### src/design/http_request_framer_macros.svh
`ifndef HTTP_REQUEST_FRAMER_MACROS_SVH
`define HTTP_REQUEST_FRAMER_MACROS_SVH

// Checked on every clock edge outside reset.
`define HRF_ASSERT(lbl, prop, msg) \
	lbl: assert property (@(posedge clk) disable iff (!arst_n) prop) else $error(msg);

// Checked on every clock edge, reset included.
`define HRF_ASSERT_ALWAYS(lbl, prop, msg) \
	lbl: assert property (@(posedge clk) prop) else $error(msg);

`endif

### src/design/hrf_pkg.sv
package hrf_pkg;

	localparam int LENGTH_BITS   = 32;
	localparam int OUT_BITS      = 32;
	localparam int WINDOW_BITS   = 16;
	localparam int NAME_LEN      = 14;
	localparam int NAME_IDX_BITS = 4;

	typedef logic [LENGTH_BITS-1:0] len_t;
	typedef logic [OUT_BITS-1:0]    out_t;
	typedef logic [WINDOW_BITS-1:0] window_t;
	typedef logic [NAME_IDX_BITS-1:0] name_idx_t;

	localparam window_t WINDOW_RESET = 16'd1024;

	typedef enum logic [1:0] {
		OP_ACCEPT = 2'd0,
		OP_DATA   = 2'd1,
		OP_CLOSE  = 2'd2
	} op_t;

	typedef enum logic [2:0] {
		PH_SEARCH = 3'd0,
		PH_SKIP   = 3'd1,
		PH_SPACE  = 3'd2,
		PH_DIGITS = 3'd3,
		PH_DONE   = 3'd4
	} phase_t;

	localparam logic [7:0] CH_CR    = 8'h0D;
	localparam logic [7:0] CH_LF    = 8'h0A;
	localparam logic [7:0] CH_SPACE = 8'h20;
	localparam logic [7:0] CH_ZERO  = 8'h30;
	localparam logic [7:0] CH_NINE  = 8'h39;
	localparam logic [7:0] CH_C     = 8'h43;
	localparam logic [23:0] CRLFCR  = {CH_CR, CH_LF, CH_CR};

	// "Content-Length"
	function automatic logic [7:0] name_char(input name_idx_t idx);
		logic [7:0] c;
		unique case (idx)
			4'd0:    c = 8'h43;
			4'd1:    c = 8'h6F;
			4'd2:    c = 8'h6E;
			4'd3:    c = 8'h74;
			4'd4:    c = 8'h65;
			4'd5:    c = 8'h6E;
			4'd6:    c = 8'h74;
			4'd7:    c = 8'h2D;
			4'd8:    c = 8'h4C;
			4'd9:    c = 8'h65;
			4'd10:   c = 8'h6E;
			4'd11:   c = 8'h67;
			4'd12:   c = 8'h74;
			4'd13:   c = 8'h68;
			default: c = 8'h00;
		endcase
		return c;
	endfunction

	function automatic len_t sat_inc(input len_t v);
		return (&v) ? v : len_t'(v + 1'b1);
	endfunction

	// v * 10 + d, saturating at all ones
	function automatic len_t mul10_add(input len_t v, input logic [3:0] d);
		logic [LENGTH_BITS+3:0] w;
		logic [LENGTH_BITS+3:0] p;
		w = {4'b0, v};
		p = (w << 3) + (w << 1) + (LENGTH_BITS+4)'(d);
		return (p[LENGTH_BITS+3:LENGTH_BITS] != '0) ? '1 : p[LENGTH_BITS-1:0];
	endfunction

	function automatic out_t to_out(input len_t v);
		logic [63:0] w;
		w = 64'(v);
		return (w > 64'hFFFF_FFFF) ? '1 : w[OUT_BITS-1:0];
	endfunction

endpackage

### src/design/http_request_framer.sv
// HTTP request framer, one request per connection, one byte per transaction.
// An accept transaction starts a connection, data transactions carry the stream,
// a close transaction ends it; every input transaction gives exactly one result.
// The first CRLFCRLF ends the header; the first "Content-Length" name ending
// within header_window bytes of the stream start supplies the body length
// (0 when absent, saturating). message_ready rises on a chunk's last byte once
// the body count reaches that length. Throughput is one transaction per clock
// while out_stall is low; each passes an input register, then a result register;
// the critical path is the state update, chiefly the decimal accumulator's
// times-ten add and saturation. header_window may only be written while no
// transaction is in flight.
module http_request_framer (
	input  logic              clk,
	input  logic              arst_n,
	input  logic              cfg_we,
	input  hrf_pkg::window_t  cfg_wdata,
	input  logic              in_valid,
	output logic              in_stall,
	input  logic [1:0]        opcode,
	input  logic [7:0]        data_byte,
	input  logic              chunk_last,
	output logic              out_valid,
	input  logic              out_stall,
	output logic              message_ready,
	output logic              closed,
	output logic              headers_done,
	output hrf_pkg::out_t     header_length,
	output hrf_pkg::out_t     content_length,
	output hrf_pkg::out_t     body_count
);
	import hrf_pkg::*;

	window_t   window_q;

	logic       valid_s1;
	logic [1:0] opcode_s1;
	logic [7:0] byte_s1;
	logic       last_s1;

	logic       active_q,   active_n;
	logic [23:0] recent_q,  recent_n;
	len_t       bytes_q,    bytes_n;
	name_idx_t  prog_q,     prog_n;
	phase_t     phase_q,    phase_n;
	len_t       length_q,   length_n;
	logic       hdr_done_q, hdr_done_n;
	len_t       hdr_bytes_q, hdr_bytes_n;
	len_t       body_q,     body_n;

	logic       ready_c, closed_c, done_c;
	out_t       hlen_c, clen_c, body_c;

	logic       out_valid_q;
	logic       ready_s2, closed_s2, done_s2;
	out_t       hlen_s2, clen_s2, body_s2;

	logic       advance;

	assign advance  = valid_s1 && (!out_valid_q || !out_stall);
	assign in_stall = valid_s1 && !advance;

	always_ff @(posedge clk or negedge arst_n) begin
		if (!arst_n) begin
			window_q <= WINDOW_RESET;
		end else if (cfg_we) begin
			window_q <= cfg_wdata;
		end
	end

	always_ff @(posedge clk or negedge arst_n) begin
		if (!arst_n) begin
			valid_s1 <= 1'b0;
		end else if (!in_stall) begin
			valid_s1 <= in_valid;
		end
	end

	always_ff @(posedge clk) begin
		if (in_valid && !in_stall) begin
			opcode_s1 <= opcode;
			byte_s1   <= data_byte;
			last_s1   <= chunk_last;
		end
	end

	always_comb begin
		logic [7:0] b;
		name_idx_t  prog;
		logic       is_digit;

		b        = byte_s1;
		is_digit = (b >= CH_ZERO) && (b <= CH_NINE);
		prog     = prog_q;

		active_n    = active_q;
		recent_n    = recent_q;
		bytes_n     = bytes_q;
		prog_n      = prog_q;
		phase_n     = phase_q;
		length_n    = length_q;
		hdr_done_n  = hdr_done_q;
		hdr_bytes_n = hdr_bytes_q;
		body_n      = body_q;
		ready_c     = 1'b0;
		closed_c    = 1'b0;

		unique case (opcode_s1)
			OP_ACCEPT: begin
				active_n    = 1'b1;
				recent_n    = '0;
				bytes_n     = '0;
				prog_n      = '0;
				phase_n     = PH_SEARCH;
				length_n    = '0;
				hdr_done_n  = 1'b0;
				hdr_bytes_n = '0;
				body_n      = '0;
			end
			OP_DATA: begin
				if (active_q) begin
					bytes_n = sat_inc(bytes_q);
					if (hdr_done_q) begin
						body_n = sat_inc(body_q);
					end else begin
						unique case (phase_q)
							PH_SEARCH: begin
								if (b == name_char(prog_q)) begin
									prog = name_idx_t'(prog_q + 1'b1);
								end else begin
									prog = (b == CH_C) ? name_idx_t'(1) : '0;
								end
								if (prog == name_idx_t'(NAME_LEN)) begin
									prog = '0;
									if (64'(bytes_n) <= 64'(window_q)) begin
										phase_n = PH_SKIP;
									end
								end
								prog_n = prog;
							end
							PH_SKIP: begin
								phase_n = PH_SPACE;
							end
							PH_SPACE, PH_DIGITS: begin
								// one optional space, then digits until a non-digit
								if (phase_q == PH_SPACE && b == CH_SPACE) begin
									phase_n = PH_DIGITS;
								end else if (is_digit) begin
									phase_n  = PH_DIGITS;
									length_n = mul10_add(length_q, b[3:0]);
								end else begin
									phase_n = PH_DONE;
								end
							end
							PH_DONE: begin
							end
							default: begin
							end
						endcase
						if (b == CH_LF && recent_q == CRLFCR) begin
							hdr_done_n  = 1'b1;
							hdr_bytes_n = bytes_n;
						end
					end
					recent_n = {recent_q[15:0], b};
					ready_c  = last_s1 && hdr_done_n && (body_n >= length_n);
				end
			end
			OP_CLOSE: begin
				closed_c = active_q;
			end
			default: begin
			end
		endcase

		done_c = active_n && hdr_done_n;
		hlen_c = active_n ? to_out(hdr_bytes_n) : '0;
		clen_c = active_n ? to_out(length_n) : '0;
		body_c = active_n ? to_out(body_n) : '0;

		// close reports the state as it stood, then drops the connection
		if (closed_c) begin
			active_n    = 1'b0;
			recent_n    = '0;
			bytes_n     = '0;
			prog_n      = '0;
			phase_n     = PH_SEARCH;
			length_n    = '0;
			hdr_done_n  = 1'b0;
			hdr_bytes_n = '0;
			body_n      = '0;
		end
	end

	always_ff @(posedge clk or negedge arst_n) begin
		if (!arst_n) begin
			active_q    <= 1'b0;
			recent_q    <= '0;
			bytes_q     <= '0;
			prog_q      <= '0;
			phase_q     <= PH_SEARCH;
			length_q    <= '0;
			hdr_done_q  <= 1'b0;
			hdr_bytes_q <= '0;
			body_q      <= '0;
		end else if (advance) begin
			active_q    <= active_n;
			recent_q    <= recent_n;
			bytes_q     <= bytes_n;
			prog_q      <= prog_n;
			phase_q     <= phase_n;
			length_q    <= length_n;
			hdr_done_q  <= hdr_done_n;
			hdr_bytes_q <= hdr_bytes_n;
			body_q      <= body_n;
		end
	end

	always_ff @(posedge clk or negedge arst_n) begin
		if (!arst_n) begin
			out_valid_q <= 1'b0;
		end else if (advance) begin
			out_valid_q <= 1'b1;
		end else if (!out_stall) begin
			out_valid_q <= 1'b0;
		end
	end

	always_ff @(posedge clk) begin
		if (advance) begin
			ready_s2  <= ready_c;
			closed_s2 <= closed_c;
			done_s2   <= done_c;
			hlen_s2   <= hlen_c;
			clen_s2   <= clen_c;
			body_s2   <= body_c;
		end
	end

	assign out_valid      = out_valid_q;
	assign message_ready  = ready_s2;
	assign closed         = closed_s2;
	assign headers_done   = done_s2;
	assign header_length  = hlen_s2;
	assign content_length = clen_s2;
	assign body_count     = body_s2;

`include "http_request_framer_macros.svh"

	`HRF_ASSERT_ALWAYS(a_reset_empty, !arst_n |-> (!out_valid_q && !valid_s1), "pipeline not empty in reset")
	`HRF_ASSERT(a_stall_only_busy, in_stall |-> (valid_s1 && out_valid_q), "input stalled with room")
	`HRF_ASSERT(a_prog_range, prog_q < name_idx_t'(NAME_LEN), "name match index out of range")
	`HRF_ASSERT(a_ready_needs_hdr, out_valid_q |-> (!ready_s2 || (done_s2 && !closed_s2)), "ready without header or on close")
	`HRF_ASSERT(a_body_after_hdr, (body_q != '0) |-> hdr_done_q, "body counted before header end")

endmodule

### config.mk
export PLATFORM = sky130hd
export DESIGN_NAME = http_request_framer
export DESIGN_NICKNAME = d
export VERILOG_FILES = /design/src/design/hrf_pkg.sv /design/src/design/http_request_framer.sv
export VERILOG_INCLUDE_DIRS = /design/src /design/src/design
export SDC_FILE = /design/constraint.sdc
export NUM_CORES = 1
export LEC_CHECK = 0
export ABC_AREA = 1
export BUFFER_PORTS_ARGS = -buffer_cell sky130_fd_sc_hd__buf_2
export CORE_MARGIN = 1
export CORE_UTILIZATION = 56
export CTS_CLUSTER_SIZE = 16
export DETAILED_ROUTE_END_ITERATION = 10
export HOLD_SLACK_MARGIN = 0.12
export MAX_ROUTING_LAYER = met4
export PLACE_DENSITY = 0.78
export SLEW_MARGIN = 15
export SYNTH_ARGS = -nofsm -noshare
export SYNTH_HDL_FRONTEND = slang
export SYNTH_SLANG_ARGS = --single-unit
### constraint.sdc
create_clock -name clk -period 4.4 [get_ports clk]
set_input_delay 0.66 -clock clk [delete_from_list [all_inputs] [get_ports clk]]
set_output_delay 0.66 -clock clk [all_outputs]
set_load 0.01 [all_outputs]
==> implementation parameters <==
Parameter                              Value

Yosys
  Top cell type's share of synthesized area ... 22.34%
  Number of synthesized flops with an enable pin ... 110
  Synthesized flop and latch total ... 289
  Post-synthesis instance area ... 0.01993 mm²
  Share of synthesized flip-flops with an asynchronous set or reset ... 61.94%
  Biggest area contributors in the synthesized netlist ... sky130_fd_sc_hd__dfrtp_1 22%, sky130_fd_sc_hd__edfxtp_1 17%, sky130_fd_sc_hd__nand2_1 15%, sky130_fd_sc_hd__ha_1 7.4%, sky130_fd_sc_hd__inv_1 6.8%
  Cells after Synth ... 2712
  Synthesized area divided by synthesized cell count ... 7.350 µm²
  Library cell occupying the most area in the post-synthesis netlist ... sky130_fd_sc_hd__dfrtp_1
  Leading cell type by number of instances after synthesis ... sky130_fd_sc_hd__nand2_1
  Synthesized net count ... 2864
  Total number of yosys warnings ... 0
  Most common library cells after synthesis ... 817 x sky130_fd_sc_hd__nand2_1, 360 x sky130_fd_sc_hd__inv_1, 178 x sky130_fd_sc_hd__dfrtp_1
  Share of synthesized area occupied by flip-flops and latches ... 39.05%
  Count of distinct cell types in the synthesized netlist ... 52
  Top flip-flop cell by instance count after synthesis ... sky130_fd_sc_hd__dfrtp_1

Job
  Max Cap Violations ... 0

CTS
  Count of hold-fix buffers inserted at cts ... 0
  Inserted Clock Buffers ... 34
  Clock transition time at the flip-flop clock pins of the worst setup and hold paths ... 0.06 ns
  CTS root buf ... sky130_fd_sc_hd__clkbuf_16
  Clock sink total ... 289
  CTS tree ... done
  Number of buffers between clock root and the deepest sink ... 3
  Htree depth ... 2
  Clk Latency, worst-skew pair ... 0.56 ns

Layout
  Layout cell share with drive strength beyond 1 ... 12.02%
  Multi-input gate area ... 0.01036 mm²
  Layout filler cell count ... 3044
  Post-route non-filler standard cell count ... 3308
  Post-route design area ... 0.02229 mm²
  Total inserted antenna cells ... 0
  Final net count ... 2980
  Post-synthesis to final-layout area growth ... 11.83%
  Storage cell area ... 0.007786 mm²

Detailed routing
  DR pass1 iterations ... 6
  Routed vias/inst ... 5.707
  Initial DRC Count ... 1689
  Overall via count from detail_route ... 18880
  Number of nets with antenna violations after detailed routing ... 0
  Drt drc ... 0
  Sum of routed wire length over all layers ... 60.93 mm
  Routed wire length per instance ... 18.42 µm

Worst setup path
  Startpoint-to-endpoint class of the critical path ... register to register
  CP endpoint kind ... register
  Most common cell type on the critical path ... sky130_fd_sc_hd__nand2_1
  Required time at the endpoint of the critical path ... 4.71 ns
  Buf+Inv Stages, Crit Path ... 3
  Family with the most delay on the worst path ... simple AND/OR/NAND/NOR gates
  Data arrival at the endpoint of the critical path ... 4.47 ns
  Worst-path cell with the longest stage delay ... sky130_fd_sc_hd__fa_2
  Sort of element at the start of the critical path ... register
  Slowest Stage Delay on Critical Path ... 0.60 ns
  Largest driver fanout on the critical path ... 5

Die
  Area of the core region ... 0.03480 mm²
  Die span in y ... 190.7 µm
  Die ar. ... 0.03636 mm²
  Starting density of the core ... 57.28%
  Standard-cell row count ... 68
  Top-Level Pins ... 133
  Die Width ... 190.7 µm

STA
  Relative slew slack ... 26.96%
  Number of hold violations in the final report ... 0
  Post-Route Setup TNS ... 0 ns
  Fin Hold WS ... 0.1194 ns
  Worst clock skew on the final layout ... 0.02269 ns
  Ratio of final minimum period to clock period ... 94.52%
  Setup violation total in the final timing report ... 0
  Slew @ Worst Pin ... 1.094 ns
  Final number of max-transition violations ... 0
  Min Clock Period, post-route ... 4.159 ns
  Achievable Freq ... 0.2405 GHz

Power and ir drop
  Power density normalized to cell area ... 485.8 mW/mm²
  Worst-case vdd ir drop ... 0.3215 mV
  Overall Power ... 10.83 mW
  Leakage ... 10.87 nW

Place
  Buffers added on ports ... 132
  Detailed placement HPWL ... 44.66 mm
  Standard cell area after detailed placement ... 0.02114 mm²
  Routability-driven placement congestion ratio ... 0.9788
  Count of placed standard cells including taps ... 3241

Global route
  Tot GR Track Use ... 34.87%
  Vias in the first global route ... 17630
  Total global routing overflow ... 0
  Antenna violations before repair ... 0
  Wire length of the first global-routing pass ... 95.89 mm
  Pin count of the biggest net entering global routing ... 132

Min path
  Class of the worst hold path ... input pin to async pin

Run status
  Run status ... completed
==> kinds of logic (layout without fill, tap and decap cells) <==
group	Yosys count	count (layout)	synth area share (%)
and+or+nand+nor	1285	1285	27.72
buffers and inverters	478	619	9.290
AOI/OAI and AO/OA	462	462	12.89
DFF	289	289	39.05
adders and majority gates	120	120	7.607
xor gates and xnor gates	77	77	3.383
muxes	1	1	0.05649
==> stage by stage <==
step	utilization (%)	setup WS [ns]
final	64.06	0.2413
after global routing	64.06	-0.01147
after CTS	63.79	0.09101
after detailed placement	60.74	0.1182
after global placement	60.74	0.1860
after floorplan	-	0.3688
==> report_power, final <==
part           switching, mW  internal [mW]  leakage [nW]
Clock                   1.17           1.61         0.521
Combinational           2.90           1.46          6.84
Sequential             0.408           3.28          3.51
Total                   4.48           6.35          10.9
==> cell type report <==
| class | count | area share [%] |
|---|---|---|
| multi-input cells | 1945 | 46.49 |
| flip-flops and latches | 289 | 34.93 |
| inverters | 376 | 6.331 |
| repair buffers | 182 | 4.934 |
| clock buffers | 44 | 4.170 |
| well taps | 455 | 2.554 |
| clock inverters | 17 | 0.5950 |
==> placed cells by master, fill, tap and decap left out, types with 10 or more instances in the layout <==
master and n:
sky130_fd_sc_hd__nand2_1 813, sky130_fd_sc_hd__inv_1 358, sky130_fd_sc_hd__dfrtp_1 176, sky130_fd_sc_hd__nor2_1 171, sky130_fd_sc_hd__a21oi_1 169, sky130_fd_sc_hd__o21ai_0 156
sky130_fd_sc_hd__buf_2 131, sky130_fd_sc_hd__ha_1 117, sky130_fd_sc_hd__edfxtp_1 110, sky130_fd_sc_hd__nand3_1 99, sky130_fd_sc_hd__o22ai_1 69, sky130_fd_sc_hd__xor2_1 58
sky130_fd_sc_hd__nor3_1 45, sky130_fd_sc_hd__buf_4 44, sky130_fd_sc_hd__nand2_2 38, sky130_fd_sc_hd__clkbuf_16 35, sky130_fd_sc_hd__nand4_1 28, sky130_fd_sc_hd__nand3_2 25
sky130_fd_sc_hd__and2_1 23, sky130_fd_sc_hd__xnor2_1 19, sky130_fd_sc_hd__inv_2 16, sky130_fd_sc_hd__a22oi_1 15, sky130_fd_sc_hd__nor4_1 12, sky130_fd_sc_hd__o21bai_1 10
sky130_fd_sc_hd__o21ai_1 10
==> final timing paths <==
kind                                           from                          end  slack, ns  cells past startpoint
setup / recovery               byte_s1[3]$_DFFE_PP_  message_ready$_SDFFCE_PN0P_       0.24                     25
hold / removal                               arst_n      window_q[0]$_DFFE_PN0P_       0.12                      1
setup reg to reg               byte_s1[3]$_DFFE_PP_  message_ready$_SDFFCE_PN0P_       0.24                     25
hold reg to reg            recent_q[21]$_DFFE_PN0P_     recent_q[21]$_DFFE_PN0P_       0.49                      2
max in group asynchronous                    arst_n         active_q$_DFFE_PN0P_       3.23                      2
min in group clk                          opcode[1]       opcode_s1[1]$_DFFE_PP_       0.29                      1
==> sequential cells by signal, summed over array words and instances, names as in the netlist <==
signal,count
valid_s1,1
body_q,32
opcode_s1,2
active_q,1
length_q,32
message_ready,1
bytes_q,32
hdr_bytes_q,32
out_valid,1
body_count,32
closed,1
byte_s1,8
header_length,32
phase_q,3
hdr_done_q,1
headers_done,1
window_q,16
last_s1,1
prog_q,4
recent_q,24
content_length,32
==> layer usage <==
| metal | global-route usage (%) | vias up | wire, µm |
|---|---|---|---|
| met4 | 14.37 | 0 | 2378 |
| met2 | 51.64 | 842 | 26720 |
| li1 | - | 9070 | - |
| met1 | 48.67 | 8830 | 27120 |
| met5 | - | - | 0 |
| met3 | 3.773 | 136 | 4710 |
==> timing repair <==
action	4_1_cts	5_1_grt
buffers inserted	0	6
gates resized for setup	0	19
setup endpoints to repair	0	4
No activity file was read; power rests on OpenSTA's default activity.
